File: src/rtl/scfe_pkg.sv
// Shared types, constants and helper functions of the SLIP/CRC16 frame encoder.
package scfe_pkg;

    localparam int MAX_PAYLOAD = 1024;
    localparam int COUNT_W     = $clog2(MAX_PAYLOAD + 1);
    localparam int BURST_LEN   = 8;
    localparam int BURST_IDX_W = $clog2(BURST_LEN);
    localparam int BURST_POS_W = BURST_IDX_W + 1;

    localparam logic [7:0] MARK_START    = 8'hA5;
    localparam logic [7:0] MARK_END      = 8'hC0;
    localparam logic [7:0] ESC_BYTE      = 8'hDB;
    localparam logic [7:0] ESC_FOR_END   = 8'hDC;
    localparam logic [7:0] ESC_FOR_ESC   = 8'hDD;
    localparam logic [7:0] ESC_FOR_START = 8'hDE;
    localparam logic [7:0] ESC_FOR_CR    = 8'hD0;
    localparam logic [7:0] ESC_FOR_LF    = 8'hD1;
    localparam logic [7:0] CHAR_CR       = 8'h0D;
    localparam logic [7:0] CHAR_LF       = 8'h0A;

    localparam logic [15:0] CRC_INIT = 16'hFFFF;
    localparam logic [15:0] CRC_POLY = 16'h1021;

    typedef enum logic [1:0] {
        ST_OK       = 2'd0,
        ST_OUTSIDE  = 2'd1,
        ST_TOO_LONG = 2'd2
    } status_t;

    typedef struct packed {
        logic [7:0] data;
        status_t    status;
        logic       end_mark;
    } res_t;

    typedef struct packed {
        res_t [BURST_LEN-1:0]   entry;
        logic [BURST_IDX_W-1:0] last;
    } burst_t;

    typedef struct packed {
        logic       esc;
        logic [7:0] code;
    } esc_t;

    function automatic logic [15:0] crc_byte(input logic [15:0] crc_in, input logic [7:0] b);
        logic [15:0] c;
        c = crc_in ^ {b, 8'h00};
        for (int i = 0; i < 8; i++) begin
            c = c[15] ? ({c[14:0], 1'b0} ^ CRC_POLY) : {c[14:0], 1'b0};
        end
        return c;
    endfunction

    function automatic esc_t escape_byte(input logic [7:0] b);
        esc_t e;
        e.esc  = 1'b1;
        e.code = b;
        case (b)
            MARK_START: e.code = ESC_FOR_START;
            MARK_END:   e.code = ESC_FOR_END;
            ESC_BYTE:   e.code = ESC_FOR_ESC;
            CHAR_CR:    e.code = ESC_FOR_CR;
            CHAR_LF:    e.code = ESC_FOR_LF;
            default:    e.esc  = 1'b0;
        endcase
        return e;
    endfunction

endpackage

File: src/rtl/slip_crc16_frame_encoder_core.sv
// Top level of the SLIP framing encoder with CRC-16/CCITT trailer.
// An accepted byte is held as a burst; its wire bytes then pass through the output register.
// Throughput: one wire byte per cycle while m_tready allows; an input byte makes 1 to 8 wire
// bytes through the single output register, and the next is taken as its last one loads.
// Reset (aresetn low, synchronous): no frame open, CRC 0xFFFF, outputs empty.
module slip_crc16_frame_encoder_core (
    input  logic       aclk,
    input  logic       aresetn,
    input  logic       s_tvalid,
    output logic       s_tready,
    input  logic [7:0] s_tdata,   // [7:0] data_byte
    input  logic       s_tuser,   // [0] frame_start
    input  logic       s_tlast,   // frame_end
    output logic       m_tvalid,
    input  logic       m_tready,
    output logic [7:0] m_tdata,   // [7:0] out_byte
    output logic [2:0] m_tuser,   // [1:0] status, [2] frame_marker_end
    output logic       m_tlast    // run_last
);

    logic             in_accept;
    scfe_pkg::burst_t burst;
    scfe_pkg::res_t   m_res;

    assign in_accept = s_tvalid && s_tready;

    scfe_frame_ctl u_frame_ctl (
        .aclk        (aclk),
        .aresetn     (aresetn),
        .in_accept   (in_accept),
        .data_byte   (s_tdata),
        .frame_start (s_tuser),
        .frame_end   (s_tlast),
        .burst       (burst)
    );

    scfe_burst_out u_burst_out (
        .aclk      (aclk),
        .aresetn   (aresetn),
        .in_accept (in_accept),
        .burst_in  (burst),
        .in_ready  (s_tready),
        .m_tvalid  (m_tvalid),
        .m_tready  (m_tready),
        .m_res     (m_res),
        .m_last    (m_tlast)
    );

    assign m_tdata = m_res.data;
    assign m_tuser = {m_res.end_mark, m_res.status};

endmodule

File: src/rtl/scfe_frame_ctl.sv
// Frame state (CRC, open flag, payload count) and per-byte result burst builder.
module scfe_frame_ctl (
    input  logic                  aclk,
    input  logic                  aresetn,
    input  logic                  in_accept,
    input  logic [7:0]            data_byte,
    input  logic                  frame_start,
    input  logic                  frame_end,
    output scfe_pkg::burst_t      burst
);

    logic [15:0]                  crc_reg, crc_next;
    logic                         in_frame_reg, in_frame_next;
    logic [scfe_pkg::COUNT_W-1:0] count_reg, count_next;

    logic        over;
    logic        take_data;
    logic [15:0] crc_upd;
    logic [15:0] crc_out;

    assign over      = count_reg >= scfe_pkg::COUNT_W'(scfe_pkg::MAX_PAYLOAD);
    assign take_data = frame_start || (in_frame_reg && !over);
    assign crc_upd   = scfe_pkg::crc_byte(frame_start ? scfe_pkg::CRC_INIT : crc_reg, data_byte);
    assign crc_out   = take_data ? crc_upd : crc_reg;

    always_comb begin
        crc_next      = crc_reg;
        in_frame_next = in_frame_reg;
        count_next    = count_reg;
        if (frame_start) begin
            crc_next      = crc_upd;
            count_next    = '0;
            in_frame_next = !frame_end;
        end else if (in_frame_reg) begin
            if (!over) begin
                crc_next   = crc_upd;
                count_next = count_reg + scfe_pkg::COUNT_W'(1);
            end
            if (frame_end) begin
                in_frame_next = 1'b0;
            end
        end
    end

    always_comb begin
        scfe_pkg::esc_t                 e_data;
        scfe_pkg::esc_t                 e_lo;
        scfe_pkg::esc_t                 e_hi;
        logic [scfe_pkg::BURST_POS_W-1:0] pos;
        logic [scfe_pkg::BURST_POS_W-1:0] pos_p1;
        logic [scfe_pkg::BURST_POS_W-1:0] pos_m1;
        e_data = scfe_pkg::escape_byte(data_byte);
        e_lo   = scfe_pkg::escape_byte(crc_out[7:0]);
        e_hi   = scfe_pkg::escape_byte(crc_out[15:8]);
        burst  = '0;
        pos    = '0;
        pos_p1 = '0;
        if (frame_start) begin
            burst.entry[0] = '{data: scfe_pkg::MARK_START, status: scfe_pkg::ST_OK,
                               end_mark: 1'b0};
            pos = scfe_pkg::BURST_POS_W'(1);
        end else if (!in_frame_reg) begin
            burst.entry[0] = '{data: 8'h00, status: scfe_pkg::ST_OUTSIDE, end_mark: 1'b0};
            pos = scfe_pkg::BURST_POS_W'(1);
        end else if (over) begin
            burst.entry[0] = '{data: 8'h00, status: scfe_pkg::ST_TOO_LONG, end_mark: 1'b0};
            pos = scfe_pkg::BURST_POS_W'(1);
        end
        if (take_data) begin
            pos_p1 = pos + scfe_pkg::BURST_POS_W'(1);
            if (e_data.esc) begin
                burst.entry[pos[scfe_pkg::BURST_IDX_W-1:0]] =
                    '{data: scfe_pkg::ESC_BYTE, status: scfe_pkg::ST_OK, end_mark: 1'b0};
                burst.entry[pos_p1[scfe_pkg::BURST_IDX_W-1:0]] =
                    '{data: e_data.code, status: scfe_pkg::ST_OK, end_mark: 1'b0};
                pos = pos + scfe_pkg::BURST_POS_W'(2);
            end else begin
                burst.entry[pos[scfe_pkg::BURST_IDX_W-1:0]] =
                    '{data: data_byte, status: scfe_pkg::ST_OK, end_mark: 1'b0};
                pos = pos_p1;
            end
        end
        if (frame_end && (frame_start || in_frame_reg)) begin
            pos_p1 = pos + scfe_pkg::BURST_POS_W'(1);
            if (e_lo.esc) begin
                burst.entry[pos[scfe_pkg::BURST_IDX_W-1:0]] =
                    '{data: scfe_pkg::ESC_BYTE, status: scfe_pkg::ST_OK, end_mark: 1'b0};
                burst.entry[pos_p1[scfe_pkg::BURST_IDX_W-1:0]] =
                    '{data: e_lo.code, status: scfe_pkg::ST_OK, end_mark: 1'b0};
                pos = pos + scfe_pkg::BURST_POS_W'(2);
            end else begin
                burst.entry[pos[scfe_pkg::BURST_IDX_W-1:0]] =
                    '{data: crc_out[7:0], status: scfe_pkg::ST_OK, end_mark: 1'b0};
                pos = pos_p1;
            end
            pos_p1 = pos + scfe_pkg::BURST_POS_W'(1);
            if (e_hi.esc) begin
                burst.entry[pos[scfe_pkg::BURST_IDX_W-1:0]] =
                    '{data: scfe_pkg::ESC_BYTE, status: scfe_pkg::ST_OK, end_mark: 1'b0};
                burst.entry[pos_p1[scfe_pkg::BURST_IDX_W-1:0]] =
                    '{data: e_hi.code, status: scfe_pkg::ST_OK, end_mark: 1'b0};
                pos = pos + scfe_pkg::BURST_POS_W'(2);
            end else begin
                burst.entry[pos[scfe_pkg::BURST_IDX_W-1:0]] =
                    '{data: crc_out[15:8], status: scfe_pkg::ST_OK, end_mark: 1'b0};
                pos = pos_p1;
            end
            burst.entry[pos[scfe_pkg::BURST_IDX_W-1:0]] =
                '{data: scfe_pkg::MARK_END, status: scfe_pkg::ST_OK, end_mark: 1'b1};
            pos = pos + scfe_pkg::BURST_POS_W'(1);
        end
        pos_m1     = pos - scfe_pkg::BURST_POS_W'(1);
        burst.last = pos_m1[scfe_pkg::BURST_IDX_W-1:0];
    end

    always_ff @(posedge aclk) begin
        if (!aresetn) begin
            crc_reg      <= scfe_pkg::CRC_INIT;
            in_frame_reg <= 1'b0;
            count_reg    <= '0;
        end else if (in_accept) begin
            crc_reg      <= crc_next;
            in_frame_reg <= in_frame_next;
            count_reg    <= count_next;
        end
    end

`ifndef SYNTHESIS
    a_count_bound: assert property (@(posedge aclk) disable iff (!aresetn)
        count_reg <= scfe_pkg::COUNT_W'(scfe_pkg::MAX_PAYLOAD))
        else $error("payload count beyond maximum");

    a_start_resets_count: assert property (@(posedge aclk) disable iff (!aresetn)
        in_accept && frame_start |=> count_reg == '0)
        else $error("frame start did not clear payload count");

    a_end_closes: assert property (@(posedge aclk) disable iff (!aresetn)
        in_accept && frame_end |=> !in_frame_reg)
        else $error("frame still open after end byte");
`endif

endmodule

File: src/rtl/scfe_burst_out.sv
// Burst holding register and output register that stream results one per cycle while m_tready allows.
module scfe_burst_out (
    input  logic              aclk,
    input  logic              aresetn,
    input  logic              in_accept,
    input  scfe_pkg::burst_t  burst_in,
    output logic              in_ready,
    output logic              m_tvalid,
    input  logic              m_tready,
    output scfe_pkg::res_t    m_res,
    output logic              m_last
);

    scfe_pkg::burst_t                 burst_reg;
    logic                             burst_valid_reg;
    logic [scfe_pkg::BURST_IDX_W-1:0] idx_reg;
    scfe_pkg::res_t                   out_reg;
    logic                             out_last_reg;
    logic                             m_valid_reg;

    logic load_out;
    logic at_last;

    assign load_out = burst_valid_reg && (!m_valid_reg || m_tready);
    assign at_last  = idx_reg == burst_reg.last;
    assign in_ready = !burst_valid_reg || (load_out && at_last);

    always_ff @(posedge aclk) begin
        if (!aresetn) begin
            burst_valid_reg <= 1'b0;
            idx_reg         <= '0;
        end else if (in_accept) begin
            burst_valid_reg <= 1'b1;
            idx_reg         <= '0;
        end else if (load_out && at_last) begin
            burst_valid_reg <= 1'b0;
        end else if (load_out) begin
            idx_reg <= idx_reg + scfe_pkg::BURST_IDX_W'(1);
        end
    end

    always_ff @(posedge aclk) begin
        if (in_accept) begin
            burst_reg <= burst_in;
        end
        if (load_out) begin
            out_reg      <= burst_reg.entry[idx_reg];
            out_last_reg <= at_last;
        end
    end

    always_ff @(posedge aclk) begin
        if (!aresetn) begin
            m_valid_reg <= 1'b0;
        end else if (load_out) begin
            m_valid_reg <= 1'b1;
        end else if (m_tready) begin
            m_valid_reg <= 1'b0;
        end
    end

    assign m_tvalid = m_valid_reg;
    assign m_res    = out_reg;
    assign m_last   = out_last_reg;

`ifndef SYNTHESIS
    a_idx_in_range: assert property (@(posedge aclk) disable iff (!aresetn)
        burst_valid_reg |-> idx_reg <= burst_reg.last)
        else $error("burst index past last entry");

    a_end_mark_is_last: assert property (@(posedge aclk) disable iff (!aresetn)
        m_valid_reg && out_reg.end_mark |-> out_last_reg)
        else $error("end marker not last transfer of its byte");

    a_status_zero_data: assert property (@(posedge aclk) disable iff (!aresetn)
        m_valid_reg && out_reg.status != scfe_pkg::ST_OK |-> out_reg.data == 8'h00)
        else $error("flagged transfer carries data");

    a_accept_fills: assert property (@(posedge aclk) disable iff (!aresetn)
        in_accept |=> burst_valid_reg && idx_reg == '0)
        else $error("accepted byte not held in burst register");
`endif

endmodule

File: config.mk
export PLATFORM = sky130hd
export DESIGN_NAME = slip_crc16_frame_encoder_core
export DESIGN_NICKNAME = d
export VERILOG_FILES = /design/src/rtl/scfe_pkg.sv /design/src/rtl/slip_crc16_frame_encoder_core.sv /design/src/rtl/scfe_frame_ctl.sv /design/src/rtl/scfe_burst_out.sv
export SDC_FILE = /design/constraint.sdc
export NUM_CORES = 1
export LEC_CHECK = 0
export BUFFER_PORTS_ARGS = -buffer_cell sky130_fd_sc_hd__buf_2
export CORE_MARGIN = 3
export CORE_UTILIZATION = 29
export CTS_CLUSTER_SIZE = 20
export DETAILED_ROUTE_END_ITERATION = 10
export GPL_ROUTABILITY_DRIVEN = 0
export PLACE_DENSITY_LB_ADDON = 0.12
export SLEW_MARGIN = 20
export SYNTH_ARGS = -nofsm -noshare
export SYNTH_HDL_FRONTEND = slang
export SYNTH_SLANG_ARGS = --single-unit
export TNS_END_PERCENT = 10
File: constraint.sdc
create_clock -name aclk -period 7.2 [get_ports aclk]
set_clock_uncertainty 0.05 [all_clocks]
set_input_delay 0.36 -clock aclk [delete_from_list [all_inputs] [get_ports aclk]]
set_output_delay 0.36 -clock aclk [all_outputs]
set_load 0.03 [all_outputs]
Yosys cells after proc, flatten, opt, wreduce, memory -nomap -nowiden. Index checks and enable logic that the tools add are counted. Widths: inputs -> output; s select.

Flip-flop bits (word level): 136. Output and inout bits: 14. Word-level logic and storage cells: 201. Input bits: 14.

Bitwise operators: 23. Equal/unequal tests: 17. Add/subtract/negate cells: 10. Multiplexer cells: 71. Reductions and logical operators: 29. $lt $le $gt $ge: 16.

Operator list (count): $mux 88 (7); $bwmux 88 (6); $demux 11 s3 (7); $mux 11 (13); $not 40->40 (3); $pmux 8 s5 (3); $mux 13 (8); $or 48x48->48 (2); $and 40x40->40 (2); $mux 16 (5); $eq 8x8->1 const B (9); $and 64x64->64 (1); $not 64->64 (1); $eq 8x4->1 const B (6); $or 6x48->48 (1); $and 5x40->40 (1); $bmux 11 s3 (1); $lt 3x4->1 const B (8); $mux 3 (9); $not 3->3 (8); $or 24x24->24 (1); $ge 3x1->1 const B (7); $xor 16x16->16 (1); $add 3x1->3 const B (5); other kinds (16) (51).

Logic depth before layout (Yosys ltp).
Depth in word-level cells: 35. Mapped depth: 23. Gate-level depth less buffers: 19.

Hierarchy. From an unflattened synthesis, not the netlist that was laid out.

Cell total of the unflattened synthesis: 1123. Area total of the unflattened synthesis: 10502.6 µm².

Modules (own cells, without submodules): scfe_frame_ctl (instances 1, sequential area each 560.5 µm², area an instance 6382.4 µm², cells each 949); scfe_burst_out (instances 1, sequential area each 3193.1 µm², area an instance 4113.9 µm², cells each 173); slip_crc16_frame_encoder_core (instances 1, sequential area each 0.0 µm², area an instance 6.3 µm², cells each 1).

Least setup slack after synthesis. OpenSTA, ideal clock, no wires.

Kind: input -> register. From: input port s_tdata[4]. To: register u_burst_out.burst_reg[2] (netlist name) (data pin). Arrival time: 4.746 ns. Setup slack: 2.138 ns. Data required time: 6.884 ns. Buffers on the path: 4. Library setup time: 0.266 ns. Stages: 23. Cells stage by stage: buf_2 > buf_1 > nor2_1 > nand3_1 > or4_1 > nand2_1 > a31o_2 > clkinv_1 > ha_1 > nand2_1 > clkbuf_1 > ha_1 > clkbuf_1 > nor4_1 > nor3_2 > nor2_2 > inv_2 > ha_1 > a21oi_1 > ha_1 > nand3b_1 > a21oi_1 > nand4b_1.

RTL lines: from (decl) (RTL line slip_crc16_frame_encoder_core.sv:11) `input logic [7:0] s_tdata,`; to (signal assigned) (RTL line scfe_burst_out.sv:44) `burst_reg <= burst_in;`; to (decl) (RTL line scfe_burst_out.sv:14) `scfe_pkg::burst_t burst_reg;`.

==> flow_metrics.env <==
export IMPL_min_delay_start="s_tvalid"
export IMPL_tns_ps=0
export IMPL_numPortBuffers=27
export IMPL_cts_made_buffers=17
export IMPL_n_antenna_cell=0
export IMPL_yosysSeqAreaShare_pct=37.5
export IMPL_place_area_sq_um=9330
export IMPL_worstHoldPathType="primary input to register"
export IMPL_crit_reg2reg_capture="u_burst_out.burst_reg[35]"
export IMPL_worst_r2r_path_depth=15
export IMPL_dp_worst_setup_slack_ps=1040
export IMPL_gr_usage_all_layers_pct=19.5
export IMPL_yosys_most_used_dff="sky130_fd_sc_hd__edfxtp_1"
export IMPL_floorplan_core_area_sq_um=30000
export IMPL_final_layout_size_suffix_gt1_share_pct=13.6
export IMPL_rsz0062_at_grt="no"
export IMPL_layout_filler_cell_count=3106
export IMPL_final_net_count=1013
export IMPL_pin_count_of_the_biggest_net_entering_global_routing=60
export IMPL_hold_violations=0
export IMPL_synth_async_reset_ratio_pct=0
export IMPL_remaining_routing_drc_violations=0
export IMPL_final_cell_mix="sky130_fd_sc_hd__nor2_1 (104), sky130_fd_sc_hd__nand2_1 (97), sky130_fd_sc_hd__edfxtp_1 (89), sky130_fd_sc_hd__a21oi_1 (60), sky130_fd_sc_hd__nor3_1 (49)"
export IMPL_post_layout_total_power_mw=2.48
export IMPL_clock_sinks=122
export IMPL_syn_to_final_growth_pct=12.2
export IMPL_outcome="finished, final reports clean"
export IMPL_vias_in_the_first_global_route=7680
export IMPL_synth_nets=1022
export IMPL_reg2reg_from="u_frame_ctl.count_reg[10]"
export IMPL_initial_utilization_pct=29.7
export IMPL_grt_antenna_before_repair=0
export IMPL_cts_resized_gates=0
export IMPL_reported_leakage_power_nw=3.57
export IMPL_max_cap_viol_count=0
export IMPL_wl_per_cell_microns=23.2
export IMPL_worst_path_max_fanout=16
export IMPL_largest_register_ffs=77
export IMPL_top_level_ports=28
export IMPL_first_pass_grt_wire_length_microns=49500
export IMPL_worst_hold_path_endpoint="u_burst_out.burst_valid_reg"
export IMPL_layout_commonest_cell="sky130_fd_sc_hd__nor2_1"
export IMPL_mean_instance_size_in_the_synthesized_netlist_sq_um=8.96
export IMPL_final_min_period_over_clock_period_pct=82.2
export IMPL_hpwlAfterDp_microns=23900
export IMPL_drt_pass1_iter_count=6
export IMPL_grt_overflow=0
export IMPL_drt_initial_drc_count=910
export IMPL_vias=8112
export IMPL_critPathArrivalTime_ps=6030
export IMPL_setup_worst_path_class="register to register"
export IMPL_routed_wl_microns=32100
export IMPL_slew_viol_final=0
export IMPL_die_height_microns=181
export IMPL_mappedNetlistArea_sq_um=8900
export IMPL_dieWidth_microns=181
export IMPL_crit_path_max_incr_delay_ps=860
export IMPL_max_freq_mhz=169
export IMPL_cts_buffer_depth=2
export IMPL_layout_area_seq_sq_um=3330
export IMPL_synth_ff_latch_count=122
export IMPL_cts_tree="built"
export IMPL_clock_latency_at_the_later_pin_of_the_worst_skew_pair_ps=430
export IMPL_pwr_density_cell_nw_per_um2=248
export IMPL_via_per_inst=5.85
export IMPL_cts_htree_levels=4
export IMPL_ff2ff_setup_slack_ps=1280
export IMPL_worst_path_max_delay_cell="sky130_fd_sc_hd__a21boi_0"
export IMPL_edff_count_synth=89
export IMPL_critPathCaptureType="register"
export IMPL_fp_dieArea_sq_um=32800
export IMPL_multi_input_area_sq_um=5150
export IMPL_worst_endpoint_required_ps=7310
export IMPL_post_cts_hold_buffer_count=0
export IMPL_final_min_clock_period_ps=5920
export IMPL_antenna_left=0
export IMPL_synthesis_yosys_warnings=0
export IMPL_ir_worst_vdd_uv=169
export IMPL_num_rows=63
export IMPL_final_critical_path_setup_slack_ps=1280
export IMPL_critPathMostFrequentCell="sky130_fd_sc_hd__nor2_1"
export IMPL_timing_slew_headroom_pct=26.1
export IMPL_crit_chain="and2b_1 -> nor2_1 -> buf_4 -> nor3_1 -> a21oi_1 -> nor4_1 -> a211o_1 -> nor2_1 -> buf_4 -> nor2_1 -> a21oi_1 -> ha_1 -> a21boi_0 -> a2111oi_0 -> or4_1"
export IMPL_holdPathStages=3
export IMPL_clk_root_buffer_cell="sky130_fd_sc_hd__clkbuf_16"
export IMPL_cp_start_kind="register"
export IMPL_clk_pin_slew_worst_paths_ps=60
export IMPL_synthCells=993
export IMPL_finalSetupViolations=0
export IMPL_post_cts_setup_buffers=0
export IMPL_synth_lib_cells_used_distinct=87
export IMPL_post_route_cell_area_sq_um=9980
export IMPL_worst_slew_pin_transition_ps=1100
synthesized netlist by cell type, types with 6 or more instances:
master	instances	area share, %
sky130_fd_sc_hd__xor2_1	13	1.3
sky130_fd_sc_hd__nor2_1	104	4.4
sky130_fd_sc_hd__ha_1	15	2.1
sky130_fd_sc_hd__mux2_2	10	1.3
sky130_fd_sc_hd__a31oi_1	18	1.3
sky130_fd_sc_hd__nand2_1	97	4.1
sky130_fd_sc_hd__mux4_2	18	4.6
sky130_fd_sc_hd__clkbuf_1	37	1.6
sky130_fd_sc_hd__nand2b_1	10	0.70
sky130_fd_sc_hd__xnor2_1	19	1.9
sky130_fd_sc_hd__nand4_1	11	0.77
sky130_fd_sc_hd__nor2b_1	9	0.63
sky130_fd_sc_hd__a21oi_1	60	3.4
sky130_fd_sc_hd__a211oi_1	16	1.4
sky130_fd_sc_hd__nor4_1	6	0.42
sky130_fd_sc_hd__nor3_1	49	2.8
sky130_fd_sc_hd__and2_1	10	0.70
sky130_fd_sc_hd__or3_1	12	0.84
sky130_fd_sc_hd__buf_1	8	0.34
sky130_fd_sc_hd__dfxtp_1	33	7.4
sky130_fd_sc_hd__nand3b_1	8	0.68
sky130_fd_sc_hd__o21ai_0	49	2.8
sky130_fd_sc_hd__nand3_1	25	1.4
sky130_fd_sc_hd__buf_2	23	1.3
sky130_fd_sc_hd__o21ai_1	8	0.45
sky130_fd_sc_hd__mux2i_1	10	1.1
sky130_fd_sc_hd__edfxtp_1	89	30
sky130_fd_sc_hd__a22oi_1	11	0.93
sky130_fd_sc_hd__o22ai_1	29	2.0
sky130_fd_sc_hd__o211ai_1	20	1.7
sky130_fd_sc_hd__inv_1	23	0.97
sky130_fd_sc_hd__o21a_1	8	0.68
sky130_fd_sc_hd__and3_1	10	0.70
kinds of logic after synthesis:
| family | share of synthesized area, % |
|---|---|
| AND/OR/NAND/NOR | 21.8 |
| AO/OA/AOI/OAI | 22.4 |
| flip-flops | 37.5 |
| buffers and inverters | 4.67 |
| XOR/XNOR | 4.65 |
| multiplexers | 6.95 |
| adder cells (fa/ha/maj) | 2.11 |
stage by stage:
stage	hold slack (ps)	util (%)	cells
after floorplan	394	-	993
after global placement	420	31.2	1355
after detailed placement	428	31.2	1355
after CTS	137	33.3	1387
after global routing	180	33.3	1387
final	150	33.3	1387
power breakdown:
group          internal [mW]  total, mW  switching (mW)
registers              0.822      0.855          0.0327
logic                  0.220      0.669           0.450
clock network          0.616      0.956           0.340
worst max-delay path: cells and delay by family, from the launching register on:
family / cells / cell delay [ps]
buf+inv: 2 / 560
simple gates: 7 / 2080
compound gates: 5 / 2180
flops: 1 / 420
fa+ha+maj: 1 / 360
how the worst max path moves through the flow:
stage	depth (start not counted)	end	slack (ps)	from
3_3_place_gp	16	u_burst_out.burst_reg[35]	920	s_tdata[4]
5_1_grt	15	u_burst_out.burst_reg[35]	900	u_frame_ctl.count_reg[10]
3_5_place_dp	16	u_burst_out.burst_reg[35]	1040	s_tdata[4]
2_1_floorplan	23	u_burst_out.burst_reg[2]	2140	s_tdata[4]
6_report	15	u_burst_out.burst_reg[35]	1280	u_frame_ctl.count_reg[10]
4_1_cts	15	u_burst_out.burst_reg[35]	1450	u_frame_ctl.count_reg[10]
cell type report:
cell class | count | share of cell area [%]
Tap cell | 390 | 4.89
Multi-Input combinational cell | 774 | 51.6
Inverter | 25 | 0.953
Clock inverter | 14 | 2.19
Sequential cell | 122 | 33.4
Clock buffer | 18 | 4.30
Timing Repair Buffer | 44 | 2.63
metal layers:
metal	up-vias	global-route usage, %	part of all wire (%)
met1	3926	27.3	45
met4	0	6.15	3.0
met3	56	3.85	6.9
li1	3760	-	-
met5	-	0	0
met2	370	30.5	46
Note: power is estimated with default switching activity, not from simulation.
